### src/rtl/core/path_table_search_interpolate_core_defines.svh
// Assertion macros shared by the path table core RTL.
`ifndef PATH_TABLE_SEARCH_INTERPOLATE_CORE_DEFINES_SVH
`define PATH_TABLE_SEARCH_INTERPOLATE_CORE_DEFINES_SVH

`ifndef SYNTH
// same-cycle implication
`define PTSI_ASSERT_IMP(lbl, clk, rstn, ante, cons, msg) \
  lbl: assert property (@(posedge clk) disable iff (!rstn) (ante) |-> (cons)) else $error(msg);
// next-cycle implication
`define PTSI_ASSERT_NXT(lbl, clk, rstn, ante, cons, msg) \
  lbl: assert property (@(posedge clk) disable iff (!rstn) (ante) |=> (cons)) else $error(msg);
`else
`define PTSI_ASSERT_IMP(lbl, clk, rstn, ante, cons, msg)
`define PTSI_ASSERT_NXT(lbl, clk, rstn, ante, cons, msg)
`endif

`endif

### src/rtl/core/ptsi_pkg.sv
// Types and constants of the path table search and interpolation core.
package ptsi_pkg;

  localparam int unsigned MW   = 33;  // serial operand width
  localparam int unsigned AccW = 66;  // accumulator / dividend width
  localparam int unsigned QW   = 34;  // result width of the serial unit
  localparam int unsigned CntW = 7;

  localparam logic [2:0] OP_APPEND = 3'd0;
  localparam logic [2:0] OP_LOC    = 3'd1;
  localparam logic [2:0] OP_LEN    = 3'd2;
  localparam logic [2:0] OP_HGT    = 3'd3;
  localparam logic [2:0] OP_CLEAR  = 3'd4;

  localparam logic [1:0] ST_OK    = 2'd0;
  localparam logic [1:0] ST_EMPTY = 2'd1;
  localparam logic [1:0] ST_FULL  = 2'd2;
  localparam logic [1:0] ST_ZERO  = 2'd3;

  typedef enum logic [1:0] {
    CMD_MAC,
    CMD_DIV,
    CMD_SQRT
  } arith_cmd_e;

  typedef struct packed {
    logic       start;
    logic       clr;
    arith_cmd_e cmd;
  } arith_req_t;

  typedef struct packed {
    logic busy;
    logic done;
  } arith_stat_t;

  typedef enum logic [3:0] {
    S_IDLE,
    S_DEC,
    S_A_DIF,
    S_A_MAC,
    S_A_SQRT,
    S_Q_FIRST,
    S_Q_LAST,
    S_Q_LOOP,
    S_Q_PROBE,
    S_Q_TOP,
    S_Q_BOT,
    S_L_MUL,
    S_L_DIV,
    S_OUT
  } state_e;

endpackage

### src/rtl/core/ptsi_arith.sv
// Bit-serial multiply-accumulate, restoring divide and square root unit.
module ptsi_arith (
  input  logic                     clk_i,
  input  logic                     rst_ni,
  input  ptsi_pkg::arith_req_t     req_i,
  input  logic [ptsi_pkg::MW-1:0]  opa_i,
  input  logic [ptsi_pkg::MW-1:0]  opb_i,
  output ptsi_pkg::arith_stat_t    stat_o,
  output logic [ptsi_pkg::QW-1:0]  res_o
);
  import ptsi_pkg::*;

  logic            busy_q, busy_d, done_q, done_d;
  logic [CntW-1:0] cnt_q, cnt_d;
  arith_cmd_e      cmd_q, cmd_d;
  logic [AccW-1:0] acc_q, acc_d, bsh_q, bsh_d;
  logic [MW-1:0]   a_q, a_d, d_q, d_d;
  logic [35:0]     rem_q, rem_d;
  logic [31:0]     root_q, root_d;
  logic [QW-1:0]   quo_q, quo_d;
  logic            over_q, over_d;

  always_comb begin
    logic [33:0] r2;
    logic [35:0] s2;
    logic [35:0] trial;
    logic        qbit;
    busy_d = busy_q;
    done_d = 1'b0;
    cnt_d  = cnt_q;
    cmd_d  = cmd_q;
    acc_d  = acc_q;
    bsh_d  = bsh_q;
    a_d    = a_q;
    d_d    = d_q;
    rem_d  = rem_q;
    root_d = root_q;
    quo_d  = quo_q;
    over_d = over_q;
    r2     = {rem_q[32:0], acc_q[AccW-1]};
    s2     = {rem_q[33:0], acc_q[63:62]};
    trial  = {2'b00, root_q, 2'b01};
    qbit   = (r2 >= {1'b0, d_q});
    if (req_i.start) begin
      busy_d = 1'b1;
      cmd_d  = req_i.cmd;
      a_d    = opa_i;
      bsh_d  = {{(AccW-MW){1'b0}}, opb_i};
      d_d    = opb_i;
      rem_d  = '0;
      root_d = '0;
      quo_d  = '0;
      over_d = 1'b0;
      if (req_i.clr) begin
        acc_d = '0;
      end
      case (req_i.cmd)
        CMD_MAC:  cnt_d = CntW'(MW);
        CMD_DIV:  cnt_d = CntW'(AccW);
        CMD_SQRT: cnt_d = CntW'(32);
        default:  cnt_d = CntW'(1);
      endcase
    end else if (busy_q) begin
      case (cmd_q)
        CMD_MAC: begin
          if (a_q[0]) begin
            acc_d = acc_q + bsh_q;
          end
          a_d   = a_q >> 1;
          bsh_d = bsh_q << 1;
        end
        CMD_DIV: begin
          acc_d = acc_q << 1;
          if (qbit) begin
            rem_d = {2'b00, r2 - {1'b0, d_q}};
          end else begin
            rem_d = {2'b00, r2};
          end
          quo_d  = {quo_q[QW-2:0], qbit};
          // quotient bits at weight 2^33 and up saturate
          over_d = over_q | (qbit && (cnt_q >= CntW'(34)));
        end
        CMD_SQRT: begin
          acc_d = acc_q << 2;
          if (s2 >= trial) begin
            rem_d  = s2 - trial;
            root_d = {root_q[30:0], 1'b1};
          end else begin
            rem_d  = s2;
            root_d = {root_q[30:0], 1'b0};
          end
        end
        default: ;
      endcase
      cnt_d = cnt_q - 1'b1;
      if (cnt_q == CntW'(1)) begin
        busy_d = 1'b0;
        done_d = 1'b1;
      end
    end
  end

  always_ff @(posedge clk_i or negedge rst_ni) begin
    if (!rst_ni) begin
      busy_q <= 1'b0;
      done_q <= 1'b0;
      cnt_q  <= '0;
    end else begin
      busy_q <= busy_d;
      done_q <= done_d;
      cnt_q  <= cnt_d;
    end
  end

  always_ff @(posedge clk_i) begin
    cmd_q  <= cmd_d;
    acc_q  <= acc_d;
    bsh_q  <= bsh_d;
    a_q    <= a_d;
    d_q    <= d_d;
    rem_q  <= rem_d;
    root_q <= root_d;
    quo_q  <= quo_d;
    over_q <= over_d;
  end

  always_comb begin
    case (cmd_q)
      CMD_DIV:  res_o = over_q ? {1'b0, 1'b1, {(QW-2){1'b0}}} : {1'b0, quo_q[QW-2:0]};
      CMD_SQRT: res_o = {2'b00, root_q};
      default:  res_o = '0;
    endcase
  end

  assign stat_o.busy = busy_q;
  assign stat_o.done = done_q;

`include "path_table_search_interpolate_core_defines.svh"

  `PTSI_ASSERT_IMP(a_start_idle, clk_i, rst_ni, req_i.start, !busy_q, "start while busy")
  `PTSI_ASSERT_NXT(a_start_busy, clk_i, rst_ni, req_i.start, busy_q, "start not taken")
  `PTSI_ASSERT_NXT(a_done_end, clk_i, rst_ni, busy_q && !req_i.start && (cnt_q == CntW'(1)), done_q && !busy_q, "missing done")

endmodule

### config.mk
export PLATFORM = sky130hd
export DESIGN_NAME = ptsi_arith
export DESIGN_NICKNAME = d
export VERILOG_FILES = /design/src/rtl/core/ptsi_pkg.sv /design/src/rtl/core/ptsi_arith.sv
export VERILOG_INCLUDE_DIRS = /design/src /design/src/rtl/core
export SDC_FILE = /design/constraint.sdc
export NUM_CORES = 1
export LEC_CHECK = 0
export BUFFER_PORTS_ARGS = -buffer_cell sky130_fd_sc_hd__buf_2
export CAP_MARGIN = 20
export CELL_PAD_IN_SITES_DETAIL_PLACEMENT = 2
export CELL_PAD_IN_SITES_GLOBAL_PLACEMENT = 2
export CORE_MARGIN = 2
export CORE_UTILIZATION = 35
export DETAILED_ROUTE_END_ITERATION = 8
export HOLD_SLACK_MARGIN = 0.02
export PLACE_DENSITY = 0.77
export SLEW_MARGIN = 20
export SYNTH_ARGS = -nofsm -noshare
export SYNTH_HDL_FRONTEND = slang
export SYNTH_SLANG_ARGS = --single-unit
### constraint.sdc
create_clock -name clk_i -period 19.6 [get_ports clk_i]
set_input_delay 4.9 -clock clk_i [delete_from_list [all_inputs] [get_ports clk_i]]
set_output_delay 4.9 -clock clk_i [all_outputs]
set_load 0.03 [all_outputs]
# == Word-level counts from Yosys, hierarchy flattened ==
# Index checks and enable logic that the tools add are counted.
# word_totals
wordCells,67
ff_bits,309
input_bits,72
out_inout_bits,36
# classes
n_reduce_logical,13
mux,26
n_addsub,4
order_cmp,3
bitwise_logic,1
n_eq_ne,7
# op_table
cell,count
2-to-1 mux 66 bit,4
2-to-1 mux 33 bit,7
case mux 66 bit (3 select lines),1
2-to-1 mux 34 bit,2
case mux 34 bit (2 select lines),1
adder 66 bit,1
case mux 33 bit (2 select lines),1
greater-or-equal comparator 36 x 34 -> 1 bit,1
greater-or-equal comparator 34 x 33 -> 1 bit,1
subtractor 34 x 33 -> 34 bit,1
subtractor 34 bit,1
case mux 7 bit (3 select lines),1
2-to-1 mux 7 bit,2
AND reduction 2 bit,5
== test 7 x 1 -> 1 bit (second input constant),1
greater-or-equal comparator 7 x 6 -> 1 bit (second input constant),1
2-to-1 mux 1 bit,7
subtractor 7 x 1 -> 7 bit (second input constant),1
nonzero test 2 bit,3
== test 2 x 1 -> 1 bit (second input constant),2
== test 2 bit (second input constant),2
logical NOT 2 bit,2
AND reduction 4 bit,1
nonzero test 4 bit,1
4 further kinds,4

# == Logic depth before layout (Yosys ltp) ==
# Gate-level depths: netlist of the first run.
# depth
word_depth,5
depth_mapped,15
depth_no_buf,13

# == Worst setup path after synthesis of the first run ==
# Ideal clock, no wire load.
# synth_path
path_kind,input to register
start,input port req_i[3] in the netlist's numbering
end,register acc_q[0] (enable)
setup_time_ns,0.581
setup_slack_ns,9.035
t_arrival_ns,9.984
path_stages,4
required_ns,19.019
n_path_buf,1
path_cell_list,inv_1 clkbuf_1 nand2_1 o21ai_0
# synth_between
elab_chain_len,2
word_cells_on_any_way,5
cone_classes,eq/ne: 2; reduce/logical: 3
# synth_lines
item,line_no,text
"start, declared",ptsi_arith.sv:5,"input ptsi_pkg::arith_req_t req_i,"
!= test 3 bit (no line) (tied with other cells),-,
AND reduction 4 bit (no line) (*),-,
"end signal, assigned",ptsi_arith.sv:117,acc_q <= acc_d;
"end, declared",ptsi_arith.sv:16,"logic [AccW-1:0] acc_q, acc_d, bsh_q, bsh_d;"
# Every way passes the cells marked *; elsewhere a longest branch is shown, timed or not.
# A chain may end at the register's enable or synchronous reset.

# == Worst setup path in the final report of the first run ==
# layout_path
start,register cmd_q[0]
end,output port res_o[22] in the netlist's numbering
# layout_between
elab_chain_len,2
word_cells_on_any_way,3
cone_classes,eq/ne: 2; mux: 1
# layout_lines
item,line_no,text
"start, declared",ptsi_arith.sv:15,"arith_cmd_e cmd_q, cmd_d;"
"start signal, assigned",ptsi_arith.sv:116,cmd_q <= cmd_d;
== test 2 bit / == test 2 x 1 -> 1 bit (equally long branches),ptsi_arith.sv:128,case (cmd_q)
case mux 33 bit (2 select lines) (*),ptsi_arith.sv:128,
"end, declared",ptsi_arith.sv:9,output logic [ptsi_pkg::QW-1:0] res_o
# Marks and branches as above.

==> flow_summary.ini, run 1 <==
[outcome]
run_status = finished clean

[worst_setup_path]
timing.rr.start = acc_q[6]
timing.critical_path.arrival_ps = 3230
worst_setup_path_end_kind = primary output
worst-r2r-setup-slack_ps = 15720
critPathKind = flop to primary output
slowest_delay_ps = 670
critPathBufInv = 5
crit_path_cell_trace = inv_1 -> ha_2 -> buf_4 -> inv_1 -> buf_4 -> nor2_4 -> a22o_1 -> buf_2
worst_setup_path_startpoint = cmd_q[0]
crit_path_max_fanout = 43
crit_path_top_delay_cell = sky130_fd_sc_hd__nor2_4
crit_family = buffers and inverters
required_ps = 14700
setup.worst_path.start_class = flop

[sta]
rsz0062_at_grt = false
final.setup.tns_ps = 0
timing.max_slew.rel_slack_pct = 32.9
timing.final.max_slew_violations = 0
layout_min_cycle_time_ps = 8130
finalHoldViolCount = 0
clock_skew_ps = 18.6
finalCritPeriodShare_pct = 41.5
setup_viol_count_final = 0
worst-slew-pin-transition_ps = 1010
fmax_mhz = 123

[floorplanning]
floorplan.die.width_um = 248
placement_rows = 89
design.core.area_um2 = 59000
dieHeight_um = 248
io-pin-count = 108
design.die.area_um2 = 61700
floorplan.initialDensity_pct = 35.4

[hold_path]
min-delay-start = quo_q[4]
hold_class = flop to flop

[synth]
synth_sequential_area_ratio_pct = 37.8
syn_area_per_cell_um2 = 8.79
ys.flop_type = sky130_fd_sc_hd__edfxtp_1
synth_most_common_cell = sky130_fd_sc_hd__nand2_1
yosys_warn_count = 0
synthCells = 2378
synth-seq-cells = 309
synth_edf_count = 167
syn-cell-area_um2 = 20900
synth.top_cells.by_area = sky130_fd_sc_hd__edfxtp_1 (24%), sky130_fd_sc_hd__dfxtp_1 (13%), sky130_fd_sc_hd__ha_1 (8.4%)
synthArstFlopShare_pct = 2.91
yosysTopAreaCell = sky130_fd_sc_hd__edfxtp_1
synth_commonest_cells = sky130_fd_sc_hd__nand2_1 (363), sky130_fd_sc_hd__a21oi_1 (263), sky130_fd_sc_hd__edfxtp_1 (167)
post-synth-top-area-fraction_pct = 24.0
syn_nets = 2593
synth.lib_cells_used.distinct = 104

[finish]
finish.net_count = 2622
final_layout_size_suffix_gt1_share_pct = 12.3
syn_to_final_growth_pct = 11.8

[pwr]
p_leak_uw = 0.00907
power.total_uw = 3300
ir_drop_worst_vdd_mv = 0.170
power.density_cell_area_nw_per_um2 = 141

[clocking]
clk_pin_slew_worst_paths_ps = 60
number_of_hold_buffers_added_after_cts = 0
sink_count = 309
max_clock_buf_depth = 3
clk-insertion-delay-late_ps = 590
cts_made_buffers = 40
cts_max_level = 2
cts.repair_timing.setup_buffer_count = 0
tritoncts = done
cts_repair_resize_count = 0
cts_root_buffer = sky130_fd_sc_hd__clkbuf_16

[run]
cap_violations = 0

[route]
wl_per_cell_um = 23.4
remaining_drc_errors = 0
route.final.wire_length_um = 75300
drt_pass1_iterations = 6
detail-route-antenna-nets = 0
vias_per_cell = 5.86
num_vias = 18800
detailedRoute.firstIterationViolations = 1141

[global_routing]
grt_antenna_before_repair = 2
grt_util_all_layers_pct = 23.9
grt-ovfl-total = 0
number_of_global_route_vias_before_repair = 20500
maximum_number_of_pins_on_one_net_before_global_route_repair = 85
grt_first_pass_wirelength_um = 119000

[place]
routability_congestion_estimate = 0.860
port_buffers = 106
hpwl_um = 55700
[registers in the layout, indices dropped and copies added, names as in the netlist]
| register | cells |
|---|---|
| a_q | 33 |
| acc_q | 66 |
| bsh_q | 66 |
| busy_q | 1 |
| cmd_q | 2 |
| cnt_q | 7 |
| d_q | 33 |
| done_q | 1 |
| over_q | 1 |
| quo_q | 33 |
| rem_q | 34 |
| root_q | 32 |
[worst reg2reg max path, cell delays in order, from the launching register on]
cell                        delay (ps)
sky130_fd_sc_hd__edfxtp_1          500
sky130_fd_sc_hd__ha_1              450
sky130_fd_sc_hd__a21oi_1           430
sky130_fd_sc_hd__o221ai_1          260
sky130_fd_sc_hd__a211oi_2          260
sky130_fd_sc_hd__a211oi_1          160
sky130_fd_sc_hd__o21ai_1           350
sky130_fd_sc_hd__a211oi_2          180
sky130_fd_sc_hd__a2111oi_4         490
sky130_fd_sc_hd__o21ai_2           190
sky130_fd_sc_hd__a311o_1           360
[per-layer routing]
layer,GRT usage [%],wire length [um],up-vias
met2,44.6,39500,312
met3,2.32,2180,128
met1,28.8,31400,9541
li1,-,-,8834
met5,0,0,-
met4,7.31,2180,0
[stage by stage]
stage	instance area [um^2]	util [%]	setup WS (ps)	hold WS (ps)	std cells
2_1_floorplan	20900	-	9040	436	2378
4_1_cts	23400	39.6	11440	474	3211
3_3_place_gp	22000	37.3	11570	457	3138
3_5_place_dp	22000	37.3	11510	469	3138
6_report	23400	39.6	11470	473	3212
5_1_grt	23400	39.6	11280	487	3212
[area by class of cell]
type	instances	area, um^2
Inverter	112	420
Clock buffer	54	1150
Sequential cell	309	7900
Fill cell	6550	35600
Tap cell	773	967
Antenna cell	1	2.50
Clock inverter	19	193
Timing Repair Buffer	126	691
Multi-Input combinational cell	1818	12100
[placed cells by master, fill, tap and decap left out, types with 7 or more instances in the layout]
cell,netlist,layout
sky130_fd_sc_hd__a211oi_1,23,23
sky130_fd_sc_hd__a21o_1,50,50
sky130_fd_sc_hd__a21oi_1,263,263
sky130_fd_sc_hd__a222oi_1,33,33
sky130_fd_sc_hd__a22o_1,36,36
sky130_fd_sc_hd__a22oi_1,30,30
sky130_fd_sc_hd__a31oi_1,12,12
sky130_fd_sc_hd__a32o_1,15,15
sky130_fd_sc_hd__and2_1,23,22
sky130_fd_sc_hd__and3_1,13,13
sky130_fd_sc_hd__buf_2,15,105
sky130_fd_sc_hd__buf_4,4,20
sky130_fd_sc_hd__clkbuf_1,112,7
sky130_fd_sc_hd__clkbuf_16,0,42
sky130_fd_sc_hd__dfrtp_1,9,9
sky130_fd_sc_hd__dfxtp_1,133,133
sky130_fd_sc_hd__edfxtp_1,167,167
sky130_fd_sc_hd__ha_1,141,140
sky130_fd_sc_hd__inv_1,112,112
sky130_fd_sc_hd__mux2_2,63,63
sky130_fd_sc_hd__mux2i_1,8,8
sky130_fd_sc_hd__nand2_1,363,361
sky130_fd_sc_hd__nand2b_1,14,14
sky130_fd_sc_hd__nand3_1,32,32
sky130_fd_sc_hd__nand4_1,35,35
sky130_fd_sc_hd__nor2_1,152,150
sky130_fd_sc_hd__nor2b_1,21,21
sky130_fd_sc_hd__nor3_1,28,28
sky130_fd_sc_hd__nor4_1,8,8
sky130_fd_sc_hd__o211ai_1,28,28
sky130_fd_sc_hd__o21a_1,22,22
sky130_fd_sc_hd__o21ai_0,97,96
sky130_fd_sc_hd__o21ai_1,13,12
sky130_fd_sc_hd__o21bai_1,20,20
sky130_fd_sc_hd__o22ai_1,19,19
sky130_fd_sc_hd__o31ai_1,10,10
sky130_fd_sc_hd__or2_2,7,7
sky130_fd_sc_hd__or3_1,11,11
sky130_fd_sc_hd__xnor2_1,71,71
sky130_fd_sc_hd__xor2_1,44,44
[power breakdown]
| group | switching (uW) | internal [uW] |
|---|---|---|
| combinational | 1030 | 603 |
| clock | 311 | 451 |
| sequential | 113 | 784 |
[cells by family (layout without fill, tap and decap cells)]
group                      Yosys count  after routing  share of synthesized area, %
AOI/OAI and AO/OA                  764            764                          24.9
and+or+nand+nor                    724            724                          15.3
DFF                                309            309                          37.8
buffers and inverters              251            311                          4.75
adders and majority gates          143            143                          8.63
xor gates and xnor gates           115            115                          4.82
muxes                               71             71                          3.78
other                                1              2                        0.0179
[path summary, 6_finish.rpt]
kind                              to  depth (start not counted)
min in group asynchronous     done_q                          1
hold / removal              quo_q[5]                          2
hold reg to reg             quo_q[5]                          2
setup reg to reg           acc_q[63]                         10
setup / recovery           res_o[22]                          8
max in group asynchronous   cnt_q[5]                          1
Power figures use the tool's default switching activity.
==> run 2, diff against run 1 <==
--- a/config.mk
+++ b/config.mk
@@ -6,6 +6,7 @@
 export SDC_FILE = /design/constraint.sdc
 export NUM_CORES = 1
 export LEC_CHECK = 0
+export ABC_AREA = 1
 export BUFFER_PORTS_ARGS = -buffer_cell sky130_fd_sc_hd__buf_2
 export CAP_MARGIN = 20
 export CELL_PAD_IN_SITES_DETAIL_PLACEMENT = 2
@@ -14,7 +15,7 @@
 export CORE_UTILIZATION = 35
 export DETAILED_ROUTE_END_ITERATION = 8
 export HOLD_SLACK_MARGIN = 0.02
-export PLACE_DENSITY = 0.77
+export PLACE_DENSITY = 0.83
 export SLEW_MARGIN = 20
 export SYNTH_ARGS = -nofsm -noshare
 export SYNTH_HDL_FRONTEND = slang
==> constraint.sdc (replaced) <==
create_clock -name clk_i -period 8.2 [get_ports clk_i]
set_input_delay 2.05 -clock clk_i [delete_from_list [all_inputs] [get_ports clk_i]]
set_output_delay 2.05 -clock clk_i [all_outputs]
set_load 0.03 [all_outputs]
==> flow_summary.ini, run 2 <==
[synth]
syn_nets = 3770
synth.lib_cells_used.distinct = 53
synth-seq-cells = 309
syn-cell-area_um2 = 23600
synth.top_cells.by_area = sky130_fd_sc_hd__edfxtp_1 (21%), sky130_fd_sc_hd__nand2_1 (15%), sky130_fd_sc_hd__dfxtp_1 (11%)
synthCells = 3555
yosys_warn_count = 0
ys.flop_type = sky130_fd_sc_hd__edfxtp_1
synth_most_common_cell = sky130_fd_sc_hd__nand2_1
synthArstFlopShare_pct = 2.91
syn_area_per_cell_um2 = 6.63
synth_sequential_area_ratio_pct = 33.5
post-synth-top-area-fraction_pct = 21.3
synth_commonest_cells = sky130_fd_sc_hd__nand2_1 (943), sky130_fd_sc_hd__inv_1 (487), sky130_fd_sc_hd__nor2_1 (447)
synth_edf_count = 167
yosysTopAreaCell = sky130_fd_sc_hd__edfxtp_1

[floorplanning]
design.die.area_um2 = 69500
dieHeight_um = 264
io-pin-count = 108
floorplan.initialDensity_pct = 35.2
floorplan.die.width_um = 264
placement_rows = 95
design.core.area_um2 = 66900

[finish]
top_regs = acc_q (66), bsh_q (66), rem_q (34)
finish.net_count = 3820
final_layout_size_suffix_gt1_share_pct = 6.41
design_area_um2 = 26100
fillCellCount = 8214
most_common_cell_after_layout_fill_and_taps_aside = sky130_fd_sc_hd__nand2_1
final_cell_mix = sky130_fd_sc_hd__nand2_1 (942), sky130_fd_sc_hd__inv_1 (486), sky130_fd_sc_hd__nor2_1 (446), sky130_fd_sc_hd__o21ai_0 (276), sky130_fd_sc_hd__nand3_1 (261)
syn_to_final_growth_pct = 10.7

[clocking]
clk_pin_slew_worst_paths_ps = 60
number_of_hold_buffers_added_after_cts = 0
sink_count = 309
cts_repair_resize_count = 0
cts_max_level = 2
cts.repair_timing.setup_buffer_count = 0
clk-insertion-delay-late_ps = 590
tritoncts = done
cts_root_buffer = sky130_fd_sc_hd__clkbuf_16
cts_made_buffers = 39
max_clock_buf_depth = 3

[route]
drt_pass1_iterations = 5
detail-route-antenna-nets = 0
remaining_drc_errors = 0
wl_per_cell_um = 21.7
detailedRoute.firstIterationViolations = 1224
num_vias = 24500
route.final.wire_length_um = 98000
vias_per_cell = 5.43

[pwr]
power.density_cell_area_nw_per_um2 = 292
p_leak_uw = 0.0121
power.total_uw = 7620
ir_drop_worst_vdd_mv = 0.146

[worst_setup_path]
required_ps = 6150
setup.worst_path.start_class = flop
timing.critical_path.arrival_ps = 3030
crit_path_max_fanout = 33
worst_setup_path_end_kind = primary output
critPathKind = flop to primary output

[global_routing]
grt_antenna_before_repair = 2
grt_util_all_layers_pct = 27.8
grt-ovfl-total = 0
number_of_global_route_vias_before_repair = 26500
grt_first_pass_wirelength_um = 152000
maximum_number_of_pins_on_one_net_before_global_route_repair = 100

[sta]
finalHoldViolCount = 0
rsz0062_at_grt = false
timing.max_slew.rel_slack_pct = 24.9
clock_skew_ps = 33.8
finalCritPeriodShare_pct = 61.9
fmax_mhz = 197
timing.hold.ws_ps = 471
layout_min_cycle_time_ps = 5080
setup_viol_count_final = 0
final.setup.tns_ps = 0
timing.final.max_slew_violations = 0
worst-slew-pin-transition_ps = 1130

[place]
routability_congestion_estimate = 0.912
hpwl_um = 74400
port_buffers = 106
detailed_place.area_um2 = 24900

[hold_path]
hold_class = flop to flop

[outcome]
run_status = finished clean

[run]
cap_violations = 0
-- run 2: changes by cell type after synthesis, sizes merged, moves of 21 or more --
cell,change
xor2,-26
a22o,-35
xnor2,-50
a211oi,-23
a21o,-36
nor2,+308
nand3,+235
nand2,+592
mux2,-63
inv,+380
clkbuf,-37
o21ai,+169
nor2b,-21
a222oi,-33
-- run 2: cell type report --
cell class / count / area, um^2 / area share, %
antenna: 2 / 5.00 / 0.0192
clock buffer: 51 / 1040 / 3.99
inverter: 495 / 1860 / 7.14
tap: 873 / 1090 / 4.19
sequential: 309 / 7900 / 30.3
clock inverter: 21 / 191 / 0.734
timing repair buffer: 120 / 662 / 2.54
multi-input combinational: 2640 / 13300 / 51.1
-- run 2: critical path, stage by stage (launching register included) --
cell and delay [ps]:
sky130_fd_sc_hd__edfxtp_1 390, sky130_fd_sc_hd__inv_1 80, sky130_fd_sc_hd__ha_1 700, sky130_fd_sc_hd__nand2_1 210
sky130_fd_sc_hd__inv_2 500, sky130_fd_sc_hd__nand3_1 150, sky130_fd_sc_hd__o21ai_0 140, sky130_fd_sc_hd__buf_2 240
-- run 2: cells by family (layout without fill, tap and decap cells) --
kind of cell | Yosys count | count (layout) | synth area share [%]
and+or+nand+nor | 1759 | 1759 | 30.8
AOI/OAI and AO/OA | 698 | 698 | 16.6
buffers and inverters | 606 | 687 | 10.0
DFF | 309 | 309 | 33.5
adders and majority gates | 143 | 143 | 7.65
xor gates and xnor gates | 39 | 39 | 1.45
other | 1 | 3 | 0.0159
-- run 2: worst paths after layout --
check	cells past startpoint	endpoint	from	slack [ps]
setup / recovery	7	res_o[25]	cmd_q[0]	3120
hold / removal	2	rem_q[33]	rem_q[33]	470
setup reg to reg	15	acc_q[62]	bsh_q[0]	4680
hold reg to reg	2	rem_q[33]	rem_q[33]	470
max in group asynchronous	1	cnt_q[4]	rst_ni	6640
min in group asynchronous	1	busy_q	rst_ni	1320
-- run 2: stage by stage --
stage	cells	setup WS, ps	utilization [%]
finish	4511	3120	39.0
detailed placement	4437	3360	37.1
CTS	4509	3070	39.0
global placement	4436	3430	37.1
floorplan	3555	1700	-
global route	4511	2950	39.0
-- run 2: power breakdown --
| group | internal [uW] | switching, uW |
|---|---|---|
| registers | 1910 | 268 |
| clock network | 967 | 760 |
| logic | 1120 | 2600 |
-- run 2: per-layer routing --
layer	share of wire [%]	up-vias	wire, um	GRT usage, %
met5	0	-	0	0
met1	42	12200	40800	32.5
li1	-	11700	-	-
met3	2.6	179	2540	2.27
met4	3.6	0	3550	10.3
met2	52	413	51100	52.3
